==> src/chisq_kt_pkg.sv <==
// Shared constants, types and a helper function of the weighted KT code-length core.
package chisq_kt_pkg;

    localparam int ALPHABET_SIZE = 256;
    localparam int SYM_W         = $clog2(ALPHABET_SIZE);
    localparam int COUNT_BITS    = 24;
    localparam int FRAC_BITS     = 16;
    localparam int LEN_W         = 21;
    localparam int TOTAL_W       = 46;
    localparam int WEIGHT_W      = 25;
    localparam int LOG_FRAC      = 30;
    localparam int LOG_IN_W      = 64;
    localparam int LOG_POS_W     = 6;
    localparam int LOG_W         = LOG_POS_W + LOG_FRAC;
    localparam int LOG_CNT_W     = 5;
    localparam int DEND_W        = 66;
    localparam int SOR_W         = 64;
    localparam int DIV_CNT_W     = 7;
    localparam int LEN_SHIFT     = 57 - FRAC_BITS;

    localparam logic [WEIGHT_W-1:0]   WEIGHT_ONE = WEIGHT_W'(1) << 24;
    localparam logic [26:0]           LN2_Q27    = 27'd93032640;
    localparam logic [LEN_W-1:0]      LEN_MAX    = '1;
    localparam logic [TOTAL_W-1:0]    TOTAL_MAX  = '1;
    localparam logic [COUNT_BITS-1:0] COUNT_MAX  = '1;
    localparam logic [7:0]            DEGREES    = 8'(ALPHABET_SIZE - 1);

    typedef enum logic {
        KIND_LOAD,
        KIND_CODE
    } kind_t;

    typedef struct packed {
        kind_t                 kind;
        logic [SYM_W-1:0]      symbol;
        logic [COUNT_BITS-1:0] count;
        logic                  last;
    } item_t;

    typedef enum logic [4:0] {
        ST_IDLE,
        ST_W_RD,
        ST_W_PA_GO,
        ST_W_PA,
        ST_W_PB,
        ST_W_T1_GO,
        ST_W_T1,
        ST_W_T2_GO,
        ST_W_T2,
        ST_CORR_GO,
        ST_CORR,
        ST_E_LO,
        ST_E_HI,
        ST_XI_GO,
        ST_XI,
        ST_RD,
        ST_NUM,
        ST_LN_NUM,
        ST_LN_DEN,
        ST_M_LO,
        ST_M_HI,
        ST_OUT
    } back_state_t;

    typedef enum logic [1:0] {
        LOG_IDLE,
        LOG_NORM,
        LOG_SQ
    } log_state_t;

    function automatic logic [63:0] sat_add64(input logic [63:0] a, input logic [63:0] b);
        logic [64:0] s;
        s = {1'b0, a} + {1'b0, b};
        return s[64] ? '1 : s[63:0];
    endfunction

endpackage

==> src/chisq_kt_front.sv <==
// Front end: accepts input items, classifies them and holds them in a two-entry queue.
module chisq_kt_front (
    input  logic                               clk,
    input  logic                               rst_n,
    input  logic                               in_valid,
    output logic                               in_stall,
    input  logic                               mode,
    input  logic [7:0]                         symbol,
    input  logic [chisq_kt_pkg::COUNT_BITS-1:0] training_count,
    input  logic                               last_symbol,
    output logic                               q_valid,
    output chisq_kt_pkg::item_t                q_item,
    input  logic                               q_take
);

    chisq_kt_pkg::item_t entry_reg [2];
    logic       wr_ptr_reg, wr_ptr_next;
    logic       rd_ptr_reg, rd_ptr_next;
    logic [1:0] count_reg, count_next;
    logic       push, pop;
    chisq_kt_pkg::item_t in_item;

    always_comb
    begin
        in_item.kind   = mode ? chisq_kt_pkg::KIND_CODE : chisq_kt_pkg::KIND_LOAD;
        in_item.symbol = symbol[chisq_kt_pkg::SYM_W-1:0];
        in_item.count  = training_count;
        in_item.last   = last_symbol;
    end

    assign in_stall = (count_reg == 2'd2);
    assign push     = in_valid && !in_stall;
    assign q_valid  = (count_reg != 2'd0);
    assign pop      = q_valid && q_take;
    assign q_item   = entry_reg[rd_ptr_reg];

    always_comb
    begin
        wr_ptr_next = push ? ~wr_ptr_reg : wr_ptr_reg;
        rd_ptr_next = pop ? ~rd_ptr_reg : rd_ptr_reg;
        count_next  = count_reg + 2'(push) - 2'(pop);
    end

    always_ff @(posedge clk or negedge rst_n)
    begin
        if (!rst_n)
        begin
            wr_ptr_reg <= 1'b0;
            rd_ptr_reg <= 1'b0;
            count_reg  <= 2'd0;
        end
        else
        begin
            wr_ptr_reg <= wr_ptr_next;
            rd_ptr_reg <= rd_ptr_next;
            count_reg  <= count_next;
        end
    end

    always_ff @(posedge clk)
    begin
        if (push)
        begin
            entry_reg[wr_ptr_reg] <= in_item;
        end
    end

endmodule

==> config.mk <==
export PLATFORM = sky130hd
export DESIGN_NAME = chisq_kt_front
export DESIGN_NICKNAME = d
export VERILOG_FILES = /design/src/chisq_kt_pkg.sv /design/src/chisq_kt_front.sv
export SDC_FILE = /design/constraint.sdc
export NUM_CORES = 1
export LEC_CHECK = 0
export BUFFER_PORTS_ARGS = -buffer_cell sky130_fd_sc_hd__buf_2
export CORE_ASPECT_RATIO = 1.4
export CORE_UTILIZATION = 55
export DETAILED_ROUTE_END_ITERATION = 10
export PLACE_DENSITY = 0.83
export SLEW_MARGIN = 40
export SYNTH_ARGS = -nofsm -noshare
export SYNTH_HDL_FRONTEND = slang
export SYNTH_SLANG_ARGS = --single-unit
==> constraint.sdc <==
create_clock -name clk -period 6.77 [get_ports clk]
set_clock_uncertainty 0.15 [all_clocks]
set_input_delay 1.354 -clock clk [delete_from_list [all_inputs] [get_ports clk]]
set_output_delay 1.354 -clock clk [all_outputs]
set_load 0.005 [all_outputs]
==> impl_metrics.ini <==
[layout]
antenna_cells = 0
fillers = 325
layout_common_cells = buf_2 (73), edfxtp_1 (68), mux2_4 (29)
multi_input_comb_area_um2 = 596
largest_register_ffs = 68
syn2layout_area_growth_pct = 21.8
final_layout_size_suffix_gt1_share_pct = 58.6
final_common_cell = buf_2
seq_area_mm2 = 0.00215
nets = 245

[synthesis]
post-synth-top-area-cell = edfxtp_1
yosysWarnings = 0
synthFlopType = edfxtp_1
yosysSeqAreaShare_pct = 77.0
synth_edf_count = 68
synth.distinct_cells = 15
syn_area_mm2 = 0.00278
synth_top_area_share_pct = 73.4
ys_async_sr_fraction_pct = 5.56
syn_avg_cell_area_um2 = 22.4
synthesis.nets = 164
synth-seq-cells = 72
yosys-top-cells-area = edfxtp_1 (73%), mux2_4 (16%), dfrtp_1 (3.6%)
synthCells = 124

[clock_tree]
cts_max_path_buffers = 2
post_cts_resized = 0
h-tree-depth = 3
post_cts_buffers = 0
cts.hold.buffers_added = 0
clk-insertion-delay-late_ps = 320
cts.sinks = 72
numCtsBuffers = 9
clkTransAtPathRegs_ps = 70
cts_tree = built
root_buffer = clkbuf_8

[min_path]
min_path_type = reg -> reg
min_path_cells = 1

[critical_path]
crit_path_start = rd_ptr_reg$_DFFE_PN0P_
r2r_start = count_reg[1]$_DFF_PN0_
rr_endpoint = entry_reg[0][30]$_DFFE_PP_
critPathSlowestCell = dfrtp_4
cp-endpoint = q_item[2]
critPathArrivalTime_ps = 1700
endpoint_kind = primary output
cp-start-kind = flip-flop
cp.required_ps = 5270
path_class = reg -> out
crit_fanout = 35
rrSetupSlack_ps = 4890
critical_path_depth = 2
worstPathCellList = mux2_2, buf_2
critPathMaxStageDelay_ps = 840
crit_buf_inv = 1
r2r_cells = 4
critPathTopFamily = flip-flops

[sta]
worst_slew_pin_slew_ps = 787
timing.slew.headroom_pct = 47.5
holdWs_ps = 374
max_clock_freq_mhz = 312
layout_min_cycle_time_ps = 3210
slew_violations = 0
setup_viol = 0
finalHoldViolations = 0
period_share_pct = 47.4
setup_tns_ps = 0
rsz0062_at_grt = false

[die]
core-area_mm2 = 0.00484
fp.dieW_um = 62.1
row_count = 30
start_util_pct = 57.4
ios = 74
dieArea_mm2 = 0.00535
die_h_um = 86.1

[run]
maxCapViolations = 0

[routing]
drcViolationCount = 0
wl_per_cell_um = 14.8
drt-met1-wl_um = 1630
drt_iter0_drc = 39
ant_nets = 0
met3WireLength_um = 214
topRoutingLayerUsed = met4
wl_um = 4050
viasPerCell = 4.93
dr.pass1.iters = 4
vias = 1351
met2WireLength_um = 2100

[global_routing]
antenna_found_initial = 0
grt_pass1_vias = 1433
grt_overflow = 0
grt_pass1_wl_um = 6470
grt_max_degree = 36
grt_usage_pct = 16.7

[power]
power.leakage_nw = 1.38
pwr_density_cell_mw_per_mm2 = 411
max-vdd-ir-drop_mv = 0.307

[placed_design]
io_buffers = 73
globalplace.congestion = 0.657
dp.final_hpwl_um = 2770

[status]
run_status = complete, no violations
where the power goes:
group | internal (W) | switching [W]
clock | 0.000165 | 0.000137
combinational | 0.000245 | 0.000148
sequential | 0.000613 | 0.0000835
total | 0.00102 | 0.000368
worst reg2reg max path, delay by kind of cell (launching register included):
| family | cells | cell delay, ps |
|---|---|---|
| buffers and inverters | 1 | 250 |
| DFF | 1 | 410 |
| and+or+nand+nor | 3 | 770 |
how the worst min path moves through the flow:
| stage | start | to |
|---|---|---|
| 2_1_floorplan | wr_ptr_reg$_DFFE_PN0N_ | wr_ptr_reg$_DFFE_PN0N_ |
| 3_3_place_gp | count_reg[0]$_DFF_PN0_ | count_reg[0]$_DFF_PN0_ |
| 3_5_place_dp | count_reg[0]$_DFF_PN0_ | count_reg[0]$_DFF_PN0_ |
| 4_1_cts | count_reg[0]$_DFF_PN0_ | count_reg[0]$_DFF_PN0_ |
| 5_1_grt | count_reg[0]$_DFF_PN0_ | count_reg[0]$_DFF_PN0_ |
| 6_report | count_reg[0]$_DFF_PN0_ | count_reg[0]$_DFF_PN0_ |
synth_stat cells (2+ instances only):
master,n
inv_1,2
mux2_2,5
dfrtp_1,4
xnor2_1,3
buf_6,4
mux2_4,29
edfxtp_1,68
ha_1,2
per-stage QoR:
| stage | util, % | worst slack (ps) | cell area, um^2 | power (W) | std cells |
|---|---|---|---|---|---|
| finish | 69.9 | 3560 | 3390 | 0.00139 | 274 |
| CTS | 69.9 | 3530 | 3390 | 0.00141 | 274 |
| detailed placement | 66.3 | 3900 | 3210 | 0.00111 | 258 |
| global route | 69.9 | 3470 | 3390 | 0.00146 | 274 |
| floorplan | - | 3310 | 2780 | 0.000967 | 124 |
| global placement | 65.9 | 3710 | 3190 | 0.00108 | 257 |
per-layer routing:
metal | up-vias | GRT usage [%]
met5 | - | 0
met4 | 0 | 12.3
met3 | 10 | 5.19
met2 | 42 | 27.5
met1 | 654 | 18.2
li1 | 645 | -
cell type report:
| class | count | area share, % |
|---|---|---|
| well taps | 64 | 2.36 |
| flip-flops and latches | 72 | 63.4 |
| clock buffers | 10 | 3.77 |
| multi-input cells | 46 | 17.6 |
| repair buffers | 74 | 11.2 |
| inverters | 2 | 0.222 |
| clock inverters | 6 | 1.48 |
logic make-up after synthesis:
group | share of synthesized area [%]
flip-flops | 77.0
multiplexers | 17.7
XOR/XNOR | 1.26
buffers and inverters | 1.89
AND/OR/NAND/NOR | 1.26
adder cells (fa/ha/maj) | 0.900
Power figures use the tool's default switching activity.
